<file path="config.mk">
export PLATFORM = sky130hd
export DESIGN_NAME = invc_cell
export DESIGN_NICKNAME = d
export VERILOG_FILES = /design/src/hdl/invc_pkg.sv /design/src/hdl/invc_cell.sv
export SDC_FILE = /design/constraint.sdc
export NUM_CORES = 1
export LEC_CHECK = 0
export BUFFER_PORTS_ARGS = -buffer_cell sky130_fd_sc_hd__clkbuf_2
export CAP_MARGIN = 15
export CORE_AREA = 2 2 98 81
export DETAILED_ROUTE_END_ITERATION = 6
export DIE_AREA = 0 0 100 83
export PLACE_DENSITY = 0.91
export SETUP_SLACK_MARGIN = 0.1
export SLEW_MARGIN = 25
export SYNTH_ARGS = -nofsm -noshare
export SYNTH_HDL_FRONTEND = slang
export SYNTH_SLANG_ARGS = --single-unit
</file>
<file path="constraint.sdc">
create_clock -name clock -period 7.9 [get_ports clock]
set_input_delay 1.58 -clock clock [delete_from_list [all_inputs] [get_ports clock]]
set_output_delay 1.58 -clock clock [all_outputs]
set_load 0.02 [all_outputs]
</file>
<file path="src/hdl/invc_pkg.sv">
package invc_pkg;

   // Sequence capacity and value width
   localparam int MAX_ITEMS  = 1024;
   localparam int VALUE_BITS = 32;

   // One cell per storable value
   localparam int NUM_CELLS = MAX_ITEMS;

   // Index of a stored value, and per-value count of greater predecessors
   localparam int IDX_W  = $clog2(MAX_ITEMS);
   localparam int CNT_W  = IDX_W;
   // Fill counter must reach MAX_ITEMS itself
   localparam int SEEN_W = $clog2(MAX_ITEMS + 1);

   localparam int SKIP_W = 11;
   localparam int INV_W  = 19;
   localparam logic [INV_W-1:0] INV_MAX = {INV_W{1'b1}};

   typedef struct packed {
      logic signed [VALUE_BITS-1:0] value;
      logic                         last;
   } req_payload_type;

   typedef struct packed {
      logic [INV_W-1:0] inversions;
      logic             overflow;
   } rsp_payload_type;

   // Transaction token marching down the cell chain
   typedef struct packed {
      logic                         valid;
      logic                         store;     // still looking for its own cell
      logic                         last;
      logic                         overflow;
      logic [IDX_W-1:0]             remaining; // cells left before its own cell
      logic [CNT_W-1:0]             count;     // stored values greater than it
      logic signed [VALUE_BITS-1:0] value;
   } token_type;

endpackage

</file>
<file path="src/hdl/invc_cell.sv">
module invc_cell (
   input  logic                clock,
   input  logic                reset,
   input  logic                advance,
   input  invc_pkg::token_type tok_in,
   output invc_pkg::token_type tok_out
);
   import invc_pkg::*;

   logic signed [VALUE_BITS-1:0] stored_ff;
   token_type                    tok_ff, tok_next;
   logic                         active;
   logic                         home;
   logic                         greater;

   assign active  = tok_in.valid && tok_in.store;
   assign home    = active && (tok_in.remaining == '0);
   assign greater = $signed(stored_ff) > $signed(tok_in.value);

   always_comb begin
      tok_next = tok_in;
      if (home) begin
         tok_next.store = 1'b0;
      end else if (active) begin
         tok_next.remaining = tok_in.remaining - IDX_W'(1);
         tok_next.count     = tok_in.count + {{(CNT_W-1){1'b0}}, greater};
      end
   end

   always_ff @(posedge clock) begin
      if (advance && home) begin
         stored_ff <= tok_in.value;
      end
   end

   always_ff @(posedge clock) begin
      if (reset) begin
         tok_ff.valid <= 1'b0;
      end else if (advance) begin
         tok_ff <= tok_next;
      end
   end

   assign tok_out = tok_ff;

endmodule

</file>
==> results_tabular.tex <==
\begin{tabular}{lr}
\hline
Metric & Value \\
\hline
\multicolumn{2}{l}{\textbf{Power}} \\
Max VDD drop & about 0.10 mV \\
Sum of internal, switching and leakage power & between 900 and 1000 µW \\
Pwr per Cell Area & between 200 and 250 nW/µm² \\
Leakage & 0.002083 µW \\
\multicolumn{2}{l}{\textbf{Finish}} \\
Layout-stage area growth over the synthesis result & 23.19\% \\
Fraction of layout instances using a drive strength above 1 & about 36\% \\
Final Core Density & between 60 and 70\% \\
Antenna fix cells & 0 \\
Final nets & approximately 480 \\
Number of fill cells & 550 \\
\multicolumn{2}{l}{\textbf{Synthesis}} \\
EDFF count, synth & 87 \\
Top-area cell type share of the netlist area & 66.88\% \\
Share of flip-flops with an asynchronous set or reset after synthesis & 0\% \\
Top cells by instance count after synthesis & edfxtp\_1, ha\_1, inv\_1 \\
Cell area after technology mapping & 3906 µm² \\
Post-synthesis register bit count & 88 \\
Top FF cell, synth & edfxtp\_1 \\
Synth Instances & approximately 260 \\
Mean instance size in the synthesized netlist & between 10 and 15 µm² \\
Net count after synthesis & about 360 \\
Count of unique library cells instantiated by Yosys & 36 \\
Most common cell in the synthesized netlist & edfxtp\_1 \\
Number of warning messages in the yosys log & 0 \\
Top cells by area, synth & edfxtp\_1, ha\_1, inv\_1, xnor2\_1, nand4\_1 \\
Most area-hungry cell type in the Yosys netlist & edfxtp\_1 \\
Sequential share of the synthesized area & 67.39\% \\
\multicolumn{2}{l}{\textbf{Setup path}} \\
Sort of element at the start of the critical path & input port \\
Critical Path Sink Type & flop \\
Worst endpoint data arrival time & roughly 4.3 ns \\
CP startpoint & tok\_in[14] \\
Largest fanout on the critical path & 4 \\
Number of cells traversed by the worst register-to-register path & 11 \\
Reg-to-Reg Start & stored\_ff[14] \\
Data required time of the critical path & approximately 8 ns \\
Startpoint-to-endpoint class of the critical path & input port to flop \\
\multicolumn{2}{l}{\textbf{Clock network}} \\
Htree depth & 3 \\
Largest buffer count on any clock path & 2 \\
Post CTS Setup Buffer Count & 0 \\
CTS clk-pin slew, worst paths & approximately 0.090 ns \\
Clock tree from TritonCTS & yes \\
Number of gates resized after cts & 0 \\
Worst-Skew Late Latency & approximately 0.35 ns \\
Cts hold-fix bufs & 0 \\
Sinks on the clock net & 88 \\
Number of buffers created by CTS & 9 \\
Library cell used as clock root buffer & clkbuf\_8 \\
\multicolumn{2}{l}{\textbf{Global routing}} \\
Number of antenna violations at the first check in global routing & 0 \\
Largest net degree at the start of global routing & 33 \\
First-pass GRT wire length & roughly 12000 µm \\
Overall track demand over capacity in global routing & about 18\% \\
Total congestion overflow & 0 \\
Vias in the first global route & $\sim$2600 \\
\multicolumn{2}{l}{\textbf{Drt}} \\
Number of nets with antenna violations after detailed routing & 0 \\
Via count & $\sim$2500 \\
Number of remaining DRC errors & 0 \\
Average detailed-routed wire length per instance & between 15 and 20 µm \\
Iteration-0 DRC count of the detailed router & 88 \\
Number of vias per cell after detailed routing & between 5 and 6 \\
Sum of routed wire length over all layers & approximately 7400 µm \\
First-pass iteration count of the detailed router & 4 \\
\multicolumn{2}{l}{\textbf{Job}} \\
Reported max-cap violation count & 0 \\
\multicolumn{2}{l}{\textbf{Die}} \\
Die extent in x & about 100 µm \\
Starting Density & 53.61\% \\
Y dimension of the die & a little over 80 µm \\
Area of the placeable core & $\sim$7300 µm² \\
Number of top-level pins & around 120 \\
Row cnt & 28 \\
Die footprint & between 8000 and 9000 µm² \\
\multicolumn{2}{l}{\textbf{STA}} \\
Worst clock skew & $\sim$0.011 ns \\
Crit share post-route & 53.49\% \\
Highest achievable clock rate & 236.7 MHz \\
Post-Route Setup TNS & 0 ns \\
Hold Worst Slack & roughly 0.5 ns \\
Shortest period the worst path allows & around 4.2 ns \\
Pins Over Slew Limit & 0 \\
Transition time at the pin with the least slew margin & between 0.6 and 0.7 ns \\
Slew HR & a little over half \\
Final setup violation count & 0 \\
Unrepaired setup endpoints after global routing & false \\
PnR worst setup slack & approximately 3.7 ns \\
Total count of hold-check failures in the final report & 0 \\
\multicolumn{2}{l}{\textbf{Placed design}} \\
Final weighted congestion in routability-driven placement & between 0.8 and 0.9 \\
Number of buffers added on ports & around 110 \\
Post-place setup slack & between 3 and 4 ns \\
DPL Wire Length & about 5500 µm \\
\multicolumn{2}{l}{\textbf{Outcome}} \\
Run status & finished clean \\
\multicolumn{2}{l}{\textbf{Hold path}} \\
Hold path startpoint & tok\_out[55] \\
Worst hold path cell count & 2 \\
Tightest Hold Check Type & flop to flop \\
\hline
\end{tabular}
sequential cells by signal, indices dropped and copies added, names as in the netlist:
register,flops
tok_out,56
stored_ff,32
metrics by stage:
stage	instances	instance area, µm²
4_1_cts	483	4812
3_5_place_dp	467	4601
6_report	483	4812
2_1_floorplan	262	3906
5_1_grt	483	4812
3_3_place_gp	467	4601
final timing paths:
path,to,slack [ns]
worst max-delay path,tok_out[38],3.67
worst min-delay path,tok_out[55],0.51
worst max register to register,tok_out[38],4.68
worst min register to register,tok_out[55],0.51
final cells by class:
type	instances	area, µm²	share of cell area, %
repair buffers	116	585.6	12.17
well taps	90	112.6	2.340
clock inverters	6	83.83	1.742
multi-input cells	139	1142	23.74
inverters	34	127.6	2.652
clock buffers	10	127.6	2.652
flip-flops and latches	88	2633	54.71
critical path, cell delays in order:
cell and delay, ns:
clkbuf_2 0.11, inv_1 0.05, ha_1 0.31, nand4_1 0.18, nor4_1 0.49, a21boi_0 0.31, o31ai_1 0.12, o2111ai_1 0.13
mux2i_1 0.32, ha_1 0.23, ha_1 0.22, nand4_1 0.14, xnor2_1 0.16
cells by family (layout without fill, tap and decap cells):
group           after synthesis  in the layout  share of synthesized area (%)
simple gates                 55             55                          8.264
compound gates               29             29                          4.677
buf+inv                      35            166                          3.555
flops                        88             88                          67.39
xor+xnor                     15             15                          3.363
fa+ha+maj                    35             35                          11.21
mux                           5              5                          1.538
layer usage:
| metal | track usage (%) | share of wire (%) | vias up |
|---|---|---|---|
| met5 | 0 | 0 | - |
| met4 | 6.102 | 1.3 | 0 |
| met3 | 6.818 | 8.8 | 10 |
| met2 | 30.84 | 49 | 102 |
| met1 | 22.04 | 41 | 1204 |
| li1 | - | - | 1228 |
power by group:
part           switching [µW]  total, µW  internal (µW)
clock network             153        330            177
registers                5.12        540            535
logic                    66.3        106           39.2
cells in the final DEF, fill, tap and decap left out, types with 2 or more instances in the layout:
| cell type | Yosys | layout |
|---|---|---|
| xor2_1 | 2 | 2 |
| nand3_1 | 5 | 5 |
| clkbuf_2 | 0 | 114 |
| nor3_1 | 3 | 3 |
| nor2b_1 | 3 | 2 |
| bufinv_16 | 0 | 2 |
| clkinv_1 | 0 | 2 |
| edfxtp_1 | 87 | 87 |
| nand3_2 | 4 | 4 |
| buf_4 | 0 | 2 |
| mux2i_1 | 3 | 3 |
| mux2_4 | 2 | 2 |
| a21o_1 | 5 | 5 |
| nor2_1 | 6 | 6 |
| nand4_1 | 10 | 10 |
| o21ai_0 | 5 | 5 |
| a21oi_1 | 12 | 12 |
| nor4_1 | 4 | 4 |
| clkbuf_8 | 0 | 9 |
| nand2_1 | 10 | 10 |
| inv_1 | 34 | 34 |
| and3_1 | 2 | 2 |
| xnor2_1 | 13 | 13 |
| ha_1 | 35 | 35 |
(Power assumes the default switching activity.)
