$ cat src/hdl/invc_pkg.sv
package invc_pkg;

   // Sequence capacity and value width
   localparam int MAX_ITEMS  = 1024;
   localparam int VALUE_BITS = 32;

   // One cell per storable value
   localparam int NUM_CELLS = MAX_ITEMS;

   // Index of a stored value, and per-value count of greater predecessors
   localparam int IDX_W  = $clog2(MAX_ITEMS);
   localparam int CNT_W  = IDX_W;
   // Fill counter must reach MAX_ITEMS itself
   localparam int SEEN_W = $clog2(MAX_ITEMS + 1);

   localparam int SKIP_W = 11;
   localparam int INV_W  = 19;
   localparam logic [INV_W-1:0] INV_MAX = {INV_W{1'b1}};

   typedef struct packed {
      logic signed [VALUE_BITS-1:0] value;
      logic                         last;
   } req_payload_type;

   typedef struct packed {
      logic [INV_W-1:0] inversions;
      logic             overflow;
   } rsp_payload_type;

   // Transaction token marching down the cell chain
   typedef struct packed {
      logic                         valid;
      logic                         store;     // still looking for its own cell
      logic                         last;
      logic                         overflow;
      logic [IDX_W-1:0]             remaining; // cells left before its own cell
      logic [CNT_W-1:0]             count;     // stored values greater than it
      logic signed [VALUE_BITS-1:0] value;
   } token_type;

endpackage

$ cat src/hdl/invc_tail.sv
module invc_tail (
   input  logic                      clock,
   input  logic                      reset,
   input  invc_pkg::token_type       tok_in,
   output logic                      advance,
   output logic                      rsp_valid,
   input  logic                      rsp_ready,
   output invc_pkg::rsp_payload_type rsp_payload
);
   import invc_pkg::*;

   logic [INV_W-1:0] acc_ff, acc_in;
   logic             rsp_valid_ff, rsp_valid_in;
   rsp_payload_type  rsp_payload_ff;
   logic [INV_W:0]   sum;
   logic [INV_W-1:0] sum_sat;
   logic             finish;

   assign advance = !rsp_valid_ff || rsp_ready;
   assign sum     = {1'b0, acc_ff} + (INV_W+1)'(tok_in.count);
   assign sum_sat = sum[INV_W] ? INV_MAX : sum[INV_W-1:0];
   assign finish  = advance && tok_in.valid && tok_in.last;

   always_comb begin
      acc_in       = acc_ff;
      rsp_valid_in = rsp_valid_ff;
      if (advance) begin
         rsp_valid_in = tok_in.valid && tok_in.last;
         if (tok_in.valid) begin
            acc_in = tok_in.last ? '0 : sum_sat;
         end
      end
   end

   always_ff @(posedge clock) begin
      if (reset) begin
         acc_ff       <= '0;
         rsp_valid_ff <= 1'b0;
      end else begin
         acc_ff       <= acc_in;
         rsp_valid_ff <= rsp_valid_in;
      end
   end

   always_ff @(posedge clock) begin
      if (finish) begin
         rsp_payload_ff.inversions <= sum_sat;
         rsp_payload_ff.overflow   <= tok_in.overflow;
      end
   end

   assign rsp_valid   = rsp_valid_ff;
   assign rsp_payload = rsp_payload_ff;

endmodule

$ cat config.mk
export PLATFORM = sky130hd
export DESIGN_NAME = invc_tail
export DESIGN_NICKNAME = d
export VERILOG_FILES = /design/src/hdl/invc_pkg.sv /design/src/hdl/invc_tail.sv
export SDC_FILE = /design/constraint.sdc
export NUM_CORES = 1
export LEC_CHECK = 0
export ABC_AREA = 1
export BUFFER_PORTS_ARGS = -buffer_cell sky130_fd_sc_hd__buf_2
export CORE_MARGIN = 1
export CORE_UTILIZATION = 50
export DETAILED_ROUTE_END_ITERATION = 12
export PLACE_DENSITY = 0.85
export SLEW_MARGIN = 30
export SYNTH_ARGS = -nofsm -noshare
export SYNTH_HDL_FRONTEND = slang
export SYNTH_SLANG_ARGS = --single-unit
$ cat constraint.sdc
create_clock -name clock -period 2.6 [get_ports clock]
set_input_delay 0.65 -clock clock [delete_from_list [all_inputs] [get_ports clock]]
set_output_delay 0.65 -clock clock [all_outputs]
set_load 0.005 [all_outputs]
==> flow_metrics.py <==
metrics = {
    "hold_path": {
        "hold_end": "acc_ff[0]",
        "hold_path_cells": 2,
        "worstHoldStart": "acc_ff[0]",
        "worstHoldPathType": "register to register",
    },
    "clock_tree": {
        "cts_setup_buffers": 0,
        "hold_buffers": 0,
        "clk_pin_slew_worst_paths_ns": 0.08,
        "clk_path_buf_depth": 2,
        "clock_insertion_delay_worst_skew_ns": 0.30,
        "cts_repair_resize_count": 0,
        "root_buffer": "clkbuf_8",
        "total_number_of_h_tree_levels": 2,
        "tritoncts_clock_tree": "yes",
        "cts-buffers-inserted": 5,
        "cts.sink_count": 40,
    },
    "power_and_ir_drop": {
        "power.switching_fraction_pct": 25.2,
        "clock_power_share_pct": 34.8,
        "p_leak_uw": 0.00128,
        "p_int_uw": 1060,
        "vdd_ir_drop_max_v": 0.000248,
        "sequential_power_share_pct": 49.4,
        "power_per_cell_area_mw_per_mm2": 523,
        "comb_power_share_pct": 15.8,
        "total_power_uw": 1420,
        "power.switching_uw": 359,
    },
    "drt": {
        "drt_wl_total_um": 4830,
        "number_of_iterations_in_the_first_detailed_routing_pass": 8,
        "remaining_drc_errors": 2,
        "via_count": 2001,
        "avgRoutedWirePerCell_um": 12.6,
        "detailedRoute.firstIterationViolations": 116,
        "drt.antenna.violating_nets": 0,
        "detail_route.vias_per_cell": 5.20,
    },
    "logic_synthesis": {
        "synthesis.nets": 359,
        "synth_cells": 289,
        "avgSynthCellArea_um2": 8.13,
        "postSynthRegisterBits": 40,
        "synth.yosys.warnings": 0,
        "synth_seq_area_share_pct": 42.6,
        "synth_cell_types": 28,
        "syn-cell-area_mm2": 0.00235,
    },
    "placement": {
        "place_congestion": 0.889,
        "pre_cts_slack_ns": 0.173,
        "post-dp-hpwl_um": 3470,
        "port_buffers": 37,
    },
    "global_routing": {
        "grt_max_degree": 21,
        "grt_first_pass_wirelength_um": 8480,
        "grt_pass1_vias": 1946,
        "grtUsageTotal_pct": 21.8,
        "antenna_found_initial": 0,
        "grt_overflow_total": 0,
    },
    "sta": {
        "worst_clock_skew_ns": 0.00637,
        "rsz0062_at_grt": "false",
        "fmaxAchievable_mhz": 472,
        "period_share_pct": 81.5,
        "totalNegativeSetupSlack_ns": 0,
        "timing.final.max_slew_violations": 0,
        "final_critical_path_setup_slack_ns": 0.481,
        "timing.final.hold_violations": 0,
        "hold_ws_ns": 0.479,
        "timing_worst_slew_pin_value_ns": 0.577,
        "min_period_ns": 2.12,
        "timing.max_slew.rel_slack_pct": 61.5,
        "finalSetupViolations": 0,
    },
    "critical_path": {
        "reg2regPathDepth": 12,
        "crit_chain": "buf_2 -> ha_1 -> nand2_1 -> inv_1 -> a21oi_1 -> nand2_2 -> nand2_2 -> o21ai_4 -> nand2_4 -> buf_12 -> nand2_4 -> nand2_1 -> a21oi_2",
        "cpMaxStageDelayCell": "ha_1",
        "critical_path_arrival_ns": 2.29,
        "critical_path_cell_count": 13,
        "reg2reg_setup_slack_ns": 0.63,
        "critical_path.startpoint_type": "input pin",
        "crit_family": "simple AND/OR/NAND/NOR gates",
        "cpPeakStageDelay_ns": 0.34,
        "endpoint_kind": "register",
        "worstPathBufferInverterCount": 3,
        "worstPathRequired_ns": 2.77,
        "rr_startpoint": "acc_ff[5]",
        "crit_fanout": 14,
        "crit_type": "input pin to register",
        "timing.rr.end": "acc_ff[4]",
    },
    "job": {
        "max_cap_violations": 0,
    },
    "layout": {
        "area_growth_syn_to_layout_pct": 15.8,
        "nets": 402,
        "insertedDiodeCount": 0,
        "post-route-util_pct": 61.2,
        "drive_above_1_share_pct": 24.6,
    },
    "floorplanning": {
        "initial_utilization_pct": 52.9,
        "core.rowCount": 24,
        "die_h_um": 70.6,
        "dieWidth_um": 70.6,
        "design.die.area_mm2": 0.00498,
        "core-area_mm2": 0.00444,
        "num_io_pins": 81,
    },
    "run_status": {
        "run_status": "finished with violations",
        "violations": "DRC",
    },
}
==> sequential cells by signal, indices dropped and copies added, names as in the netlist <==
| register | cells |
|---|---|
| rsp_payload | 20 |
| rsp_valid | 1 |
| acc_ff | 19 |
==> cells in the final DEF (no fill, tap or decap), types with 2 or more instances in the layout <==
cell type / Yosys / final
nand2_1: 92 / 92
buf_2: 2 / 37
inv_1: 36 / 36
nand3_1: 22 / 22
dfxtp_1: 20 / 20
edfxtp_1: 20 / 20
a21oi_1: 19 / 18
nor2_1: 14 / 14
ha_1: 10 / 10
nand2_4: 9 / 9
a21oi_2: 8 / 9
xor2_1: 6 / 6
nand2_2: 5 / 5
clkbuf_8: 0 / 5
nand3_2: 4 / 4
nand3b_1: 4 / 4
buf_4: 0 / 4
nand4_1: 3 / 3
nor2_2: 2 / 2
==> cell type report <==
cell class              instances  area [um^2]
inverters                      37          139
clock inverters                 2         35.0
repair buffers                 42          235
well taps                      52         65.1
fillers                       385         1720
clock buffers                   6         72.6
flip-flops and latches         40         1000
multi-input cells             206         1170
==> cells by family (layout without fill, tap and decap cells) <==
kind of cell / after synthesis / count (layout) / synth area share, %
buffers and inverters: 43 / 87 / 7.67
AND/OR/NAND/NOR: 157 / 157 / 32.3
flip-flops: 40 / 40 / 42.6
adder cells (fa/ha/maj): 11 / 11 / 6.18
XOR/XNOR: 7 / 7 / 2.61
AO/OA/AOI/OAI: 31 / 31 / 8.68
==> worst reg2reg max path, delay by kind of cell (launching register included) <==
kind                       cells  cell delay, ns
DFF                            1            0.32
and+or+nand+nor                6            0.68
buffers and inverters          2            0.23
AOI/OAI and AO/OA              3            0.29
adders and majority gates      1            0.33
==> per-layer routing <==
metal | track usage [%] | share of wire [%] | vias up
li1 | - | - | 1014
met5 | 0 | 0 | -
met4 | 9.56 | 1.8 | 0
met2 | 38.3 | 48 | 56
met3 | 3.99 | 5.3 | 6
met1 | 26.1 | 44 | 925
==> cell usage after synthesis, drive strengths merged <==
| library cell | n | area, um^2 |
|---|---|---|
| a21boi | 2 | 15.0 |
| a21o | 1 | 7.51 |
| a21oi | 27 | 165 |
| buf | 3 | 30.0 |
| clkbuf | 3 | 11.3 |
| dfxtp | 20 | 400 |
| edfxtp | 20 | 601 |
| fa | 1 | 20.0 |
| ha | 10 | 125 |
| inv | 37 | 139 |
| nand2 | 106 | 478 |
| nand3 | 26 | 150 |
| nand3b | 4 | 30.0 |
| nand4 | 3 | 18.8 |
| nor2 | 16 | 65.1 |
| nor3 | 1 | 10.0 |
| o21ai | 1 | 16.3 |
| or2 | 1 | 6.26 |
| xnor2 | 1 | 8.76 |
| xor2 | 6 | 52.6 |
==> per-stage QoR <==
| step | cell area, um^2 | std cells |
|---|---|---|
| 2_1_floorplan | 2350 | 289 |
| 3_5_place_dp | 2610 | 377 |
| 6_report | 2720 | 385 |
| 3_3_place_gp | 2610 | 377 |
| 4_1_cts | 2720 | 385 |
| 5_1_grt | 2720 | 385 |
==> power by group through the flow <==
stage | Sequential [uW] | Clock, uW | Combinational (uW)
after floorplan | 721 | 0 | 151
after global placement | 717 | 0 | 214
after detailed placement | 718 | 0 | 221
after CTS | 704 | 507 | 225
after global routing | 707 | 530 | 248
final | 704 | 495 | 225
==> worst max-delay path by stage <==
stage | from | end | slack, ns
finish | tok_in[37] | acc_ff[4] | 0.48
global route | tok_in[37] | acc_ff[4] | 0.36
CTS | tok_in[37] | acc_ff[4] | 0.48
detailed placement | tok_in[37] | acc_ff[4] | 0.17
global placement | tok_in[41] | rsp_payload[6] | 0.21
floorplan | tok_in[37] | rsp_payload[16] | 0.47
(Power assumes the default switching activity.)
