### config.mk
export PLATFORM = sky130hd
export DESIGN_NAME = invc_feeder
export DESIGN_NICKNAME = d
export VERILOG_FILES = /design/src/hdl/invc_pkg.sv /design/src/hdl/invc_feeder.sv
export SDC_FILE = /design/constraint.sdc
export NUM_CORES = 1
export LEC_CHECK = 0
export BUFFER_PORTS_ARGS = -buffer_cell sky130_fd_sc_hd__buf_2
export CAP_MARGIN = 20
export CORE_ASPECT_RATIO = 1.2
export CORE_MARGIN = 1
export CORE_UTILIZATION = 45
export CTS_BUF_LIST = sky130_fd_sc_hd__clkbuf_4 sky130_fd_sc_hd__clkbuf_8
export DETAILED_ROUTE_END_ITERATION = 7
export GPL_ROUTABILITY_DRIVEN = 0
export GPL_TIMING_DRIVEN = 0
export PLACE_DENSITY = 0.73
export SETUP_SLACK_MARGIN = 0.4
export SLEW_MARGIN = 20
export SYNTH_ARGS = -nofsm -noshare
export SYNTH_HDL_FRONTEND = slang
export SYNTH_SLANG_ARGS = --single-unit
### constraint.sdc
create_clock -name clock -period 4.5 [get_ports clock]
set_input_delay 0.675 -clock clock [delete_from_list [all_inputs] [get_ports clock]]
set_output_delay 0.675 -clock clock [all_outputs]
set_load 0.05 [all_outputs]
### src/hdl/invc_pkg.sv
package invc_pkg;

   // Sequence capacity and value width
   localparam int MAX_ITEMS  = 1024;
   localparam int VALUE_BITS = 32;

   // One cell per storable value
   localparam int NUM_CELLS = MAX_ITEMS;

   // Index of a stored value, and per-value count of greater predecessors
   localparam int IDX_W  = $clog2(MAX_ITEMS);
   localparam int CNT_W  = IDX_W;
   // Fill counter must reach MAX_ITEMS itself
   localparam int SEEN_W = $clog2(MAX_ITEMS + 1);

   localparam int SKIP_W = 11;
   localparam int INV_W  = 19;
   localparam logic [INV_W-1:0] INV_MAX = {INV_W{1'b1}};

   typedef struct packed {
      logic signed [VALUE_BITS-1:0] value;
      logic                         last;
   } req_payload_type;

   typedef struct packed {
      logic [INV_W-1:0] inversions;
      logic             overflow;
   } rsp_payload_type;

   // Transaction token marching down the cell chain
   typedef struct packed {
      logic                         valid;
      logic                         store;     // still looking for its own cell
      logic                         last;
      logic                         overflow;
      logic [IDX_W-1:0]             remaining; // cells left before its own cell
      logic [CNT_W-1:0]             count;     // stored values greater than it
      logic signed [VALUE_BITS-1:0] value;
   } token_type;

endpackage

### src/hdl/invc_feeder.sv
module invc_feeder (
   input  logic                      clock,
   input  logic                      reset,
   input  logic                      accept,
   input  invc_pkg::req_payload_type req_payload,
   input  logic [invc_pkg::SKIP_W-1:0] skip_count,
   input  logic                      advance,
   output invc_pkg::token_type       tok_out
);
   import invc_pkg::*;

   logic [SKIP_W-1:0] skipped_ff, skipped_in;
   logic [SEEN_W-1:0] items_seen_ff, items_seen_in;
   logic              overflow_ff, overflow_in;
   token_type         tok_ff, tok_in;

   always_comb begin
      skipped_in        = skipped_ff;
      items_seen_in     = items_seen_ff;
      overflow_in       = overflow_ff;
      tok_in            = '0;
      tok_in.valid      = accept;
      tok_in.last       = req_payload.last;
      tok_in.value      = req_payload.value;
      tok_in.remaining  = items_seen_ff[IDX_W-1:0];
      if (accept) begin
         if (skipped_ff < skip_count) begin
            skipped_in = skipped_ff + SKIP_W'(1);
         end else if (items_seen_ff < SEEN_W'(MAX_ITEMS)) begin
            tok_in.store  = 1'b1;
            items_seen_in = items_seen_ff + SEEN_W'(1);
         end else begin
            overflow_in = 1'b1;
         end
         tok_in.overflow = overflow_in;
         // Clear the sequence once its final item is in
         if (req_payload.last) begin
            skipped_in    = '0;
            items_seen_in = '0;
            overflow_in   = 1'b0;
         end
      end
   end

   always_ff @(posedge clock) begin
      if (reset) begin
         skipped_ff    <= '0;
         items_seen_ff <= '0;
         overflow_ff   <= 1'b0;
         tok_ff.valid  <= 1'b0;
      end else begin
         skipped_ff    <= skipped_in;
         items_seen_ff <= items_seen_in;
         overflow_ff   <= overflow_in;
         if (advance) begin
            tok_ff <= tok_in;
         end
      end
   end

   assign tok_out = tok_ff;

`ifndef NO_ASSERTIONS
   a_seen_bound: assert property (@(posedge clock) disable iff (reset)
      items_seen_ff <= SEEN_W'(MAX_ITEMS))
      else $error("fill count beyond capacity");

   a_clear_after_last: assert property (@(posedge clock) disable iff (reset)
      accept && req_payload.last |=>
         items_seen_ff == '0 && skipped_ff == '0 && !overflow_ff)
      else $error("sequence state not cleared after final item");

   a_drop_only_when_full: assert property (@(posedge clock) disable iff (reset)
      overflow_ff |-> items_seen_ff == SEEN_W'(MAX_ITEMS))
      else $error("drop flagged before capacity reached");
`endif

endmodule

==> run_results.csv <==
group,metric,value,unit
critical_path,worstPathMaxFanout,10,
timing,setup_viol_count_final,0,
critical_path,cp_endpoint_kind,"flip-flop",
final_layout,design.final.nets,441,
floorplan,top_level_ports,104,
final_layout,antenna-diode-count,0,
timing,final-max-slew-violation-count,0,
floorplan,initial_utilization,47.0,%
critical_path,startpoint_type,"primary input",
route,highest-signal-layer,"met4",
final_layout,layout-area-overhead-vs-synth,28.6,%
yosys,syn-mean-instance-area,11.4,um2
yosys,number_of_enable_type_register_cells_in_the_synthesized_netlist,45,
status,status,"finished, final reports clean",
critical_path,path_class,"primary input to flip-flop",
clocking,root_buffer_cell,"sky130_fd_sc_hd__clkbuf_8",
global_routing,grt_start_max_net_pins,28,
timing,rsz_0062_raised_after_global_routing,"false",
job,max_cap_viol_count,0,
route,via_count,2517,
yosys,syn_area,3050,um2
clocking,number_of_clock_sinks,69,
placed_design,place_hpwl,4910,um
floorplan,core_area,6490,um2
route,initialDrtViolationCount,111,
floorplan,core.rowCount,32,
global_routing,aggregate_global_route_resource_usage,19.7,%
pwr,swShare,25.1,%
route,routed_via_density,5.34,
pwr,power.share.clock,39.8,%
timing,worst-slew-pin-transition,632,ps
yosys,synthesis.yosys.warnings,0,
yosys,synthCells,268,
pwr,net-switching-power,376,uW
pwr,p_per_area,382,nW/um2
placed_design,numPortBuffers,92,
route,wl_met1,2880,um
clocking,clock_path_buffers,2,
pwr,vdd_drop_max,215,uV
route,remaining_drc_errors,0,
final_layout,layout-drive-gt1-share,32.6,%
route,drt.antenna.violating_nets,0,
global_routing,antenna_found_initial,0,
yosys,ys_seq_area_share,60.1,%
timing,setup_tns,0,ps
pwr,seqPwrFrac,47.2,%
critical_path,critPathArrivalTime,2750,ps
timing,max_freq,402,MHz
clocking,cts-hold-fix-buffers,0,
global_routing,first_pass_grt_wire_length,10700,um
clocking,post_cts_buffers,0,
global_routing,via_count_of_the_first_global_routing_pass,2282,
route,met2_routed_wirelength,3210,um
floorplan,die_area,7110,um2
yosys,synth.lib_cells_used.distinct,43,
timing,fin_worst_skew,6.59,ps
clocking,worst_setup_hold_path_clk_slew,70,ps
timing,hold_viol_final,0,
pwr,p_comb_share,13.0,%
final_layout,fillCellCount,564,
floorplan,chipHeight,92.2,um
route,drt_pre_antenna_iters,4,
route,routed_length_on_met3,474,um
floorplan,fp.dieW,77.1,um
timing,post-route-period-util,55.3,%
route,route.detailed.wl_per_inst,14.1,um
global_routing,global_route.overflow_total,0,
clocking,clock_tree.htree_level_count,3,
yosys,async_flop_share,0,%
hold_path,timing.hold.worst.class,"flip-flop to flip-flop",
clocking,clk-insertion-delay-late,330,ps
route,drt_wl_total,6650,um
yosys,ys_ff_latch,69,
yosys,dominantRegCellSynth,"sky130_fd_sc_hd__edfxtp_1",
timing,period_minus_slack,2490,ps
critical_path,worstPathRequired,4770,ps
clocking,ctsResizeCount,0,
clocking,cts_tree,"yes",
pwr,static_leakage,1.59,nW
timing,slew_headroom,56.8,%
pwr,power.internal,1.12,mW
timing,whs,465,ps
clocking,tritoncts.num_buffers,9,
## layout make-up
| type | count | area (um2) | share of cell area, % |
|---|---|---|---|
| Clock inverter | 6 | 111 | 2.84 |
| Timing Repair Buffer | 93 | 480 | 12.3 |
| Tap cell | 85 | 106 | 2.71 |
| Inverter | 17 | 63.8 | 1.63 |
| Sequential cell | 69 | 1830 | 46.7 |
| Multi-Input combinational cell | 171 | 1080 | 27.5 |
| Clock buffer | 10 | 131 | 3.35 |
| Buffer | 20 | 115 | 2.94 |
## critical path, stage by stage
cell and delay, ps:
sky130_fd_sc_hd__buf_2 70, sky130_fd_sc_hd__inv_1 30, sky130_fd_sc_hd__ha_1 290, sky130_fd_sc_hd__a21o_1 160, sky130_fd_sc_hd__a21oi_1 260, sky130_fd_sc_hd__o22ai_1 160
sky130_fd_sc_hd__a21oi_1 330, sky130_fd_sc_hd__buf_2 290, sky130_fd_sc_hd__mux2_2 350, sky130_fd_sc_hd__a21oi_1 130
## flip-flops by register name, indices dropped and copies added (netlist names)
name	flops
tok_out	46
items_seen_ff	11
skipped_ff	11
overflow_ff	1
## placed cells by master, fill, tap and decap left out, types with 8 or more instances in the layout
cell type	count
sky130_fd_sc_hd__a21oi_1	11
sky130_fd_sc_hd__a31oi_1	10
sky130_fd_sc_hd__buf_2	94
sky130_fd_sc_hd__buf_4	10
sky130_fd_sc_hd__clkbuf_1	8
sky130_fd_sc_hd__clkbuf_8	9
sky130_fd_sc_hd__conb_1	10
sky130_fd_sc_hd__dfxtp_1	24
sky130_fd_sc_hd__edfxtp_1	45
sky130_fd_sc_hd__ha_1	12
sky130_fd_sc_hd__inv_1	16
sky130_fd_sc_hd__nand2_1	34
sky130_fd_sc_hd__nand3_1	12
sky130_fd_sc_hd__nor2_1	9
sky130_fd_sc_hd__o211ai_1	9
## synth_stat cells, types with 2 or more instances
cell type                   number  area, um2
sky130_fd_sc_hd__nand4_1         4       25.0
sky130_fd_sc_hd__nor2b_1         3       18.8
sky130_fd_sc_hd__inv_1          16       60.1
sky130_fd_sc_hd__nand3_1        12       60.1
sky130_fd_sc_hd__o211ai_1        9       67.6
sky130_fd_sc_hd__o21ai_0         2       10.0
sky130_fd_sc_hd__buf_4          10       75.1
sky130_fd_sc_hd__or3_1           4       25.0
sky130_fd_sc_hd__o221ai_1        2       17.5
sky130_fd_sc_hd__a21oi_1        11       55.1
sky130_fd_sc_hd__a21o_1          2       15.0
sky130_fd_sc_hd__edfxtp_1       45       1350
sky130_fd_sc_hd__nand2_1        34        128
sky130_fd_sc_hd__clkbuf_1        8       30.0
sky130_fd_sc_hd__buf_2           2       10.0
sky130_fd_sc_hd__nor2_1          9       33.8
sky130_fd_sc_hd__o311ai_0        4       35.0
sky130_fd_sc_hd__a2111oi_0       2       17.5
sky130_fd_sc_hd__mux2i_1         3       30.0
sky130_fd_sc_hd__o21ai_1         2       10.0
sky130_fd_sc_hd__nor4_1          2       12.5
sky130_fd_sc_hd__o21a_1          2       15.0
sky130_fd_sc_hd__or4_1           7       52.6
sky130_fd_sc_hd__and3_1          4       25.0
sky130_fd_sc_hd__nor3_1          6       30.0
sky130_fd_sc_hd__a31oi_1        10       62.6
sky130_fd_sc_hd__dfxtp_1        24        480
sky130_fd_sc_hd__nand3b_1        3       22.5
sky130_fd_sc_hd__ha_1           12        150
## cell families after synthesis
logic type	after synthesis	share of synthesized area (%)
other	1	0.123
DFF	69	60.1
adders and majority gates	12	4.93
and+or+nand+nor	91	15.0
AOI/OAI and AO/OA	54	12.6
muxes	4	1.35
buffers and inverters	37	5.87
## power by group through the flow
stage	sequential (mW)	combinational [mW]	clock [mW]
finish	0.707	0.195	0.595
global placement	0.722	0.190	0
floorplan	0.807	0.0551	0
global route	0.708	0.206	0.640
CTS	0.707	0.196	0.609
detailed placement	0.722	0.196	0
## per-layer routing
| layer | global-route usage (%) | vias to the layer above |
|---|---|---|
| met3 | 4.08 | 6 |
| li1 | - | 1214 |
| met4 | 11.0 | 0 |
| met5 | 0 | - |
| met1 | 23.8 | 1179 |
| met2 | 32.6 | 118 |
## path summary, 6_finish.rpt
| check | start | to | slack [ps] | cells past startpoint |
|---|---|---|---|---|
| min | overflow_ff | overflow_ff | 470 | 2 |
| max reg2reg | skipped_ff[2] | items_seen_ff[1] | 2060 | 8 |
| max | skip_count[9] | items_seen_ff[1] | 2010 | 10 |
| min reg2reg | overflow_ff | overflow_ff | 470 | 2 |
## through the flow
stage / utilization (%) / setup WS [ps] / instances / power (mW) / area, um2
final: 60.4 / 2010 / 471 / 1.50 / 3920
after global placement: 56.3 / 262 / 454 / 0.912 / 3650
after detailed placement: 56.7 / 1680 / 455 / 0.917 / 3680
after CTS: 60.4 / 2030 / 471 / 1.51 / 3920
after global routing: 60.4 / 1800 / 471 / 1.55 / 3920
after floorplan: - / 1170 / 277 / 0.862 / 3080
Note: power is estimated with default switching activity, not from simulation.
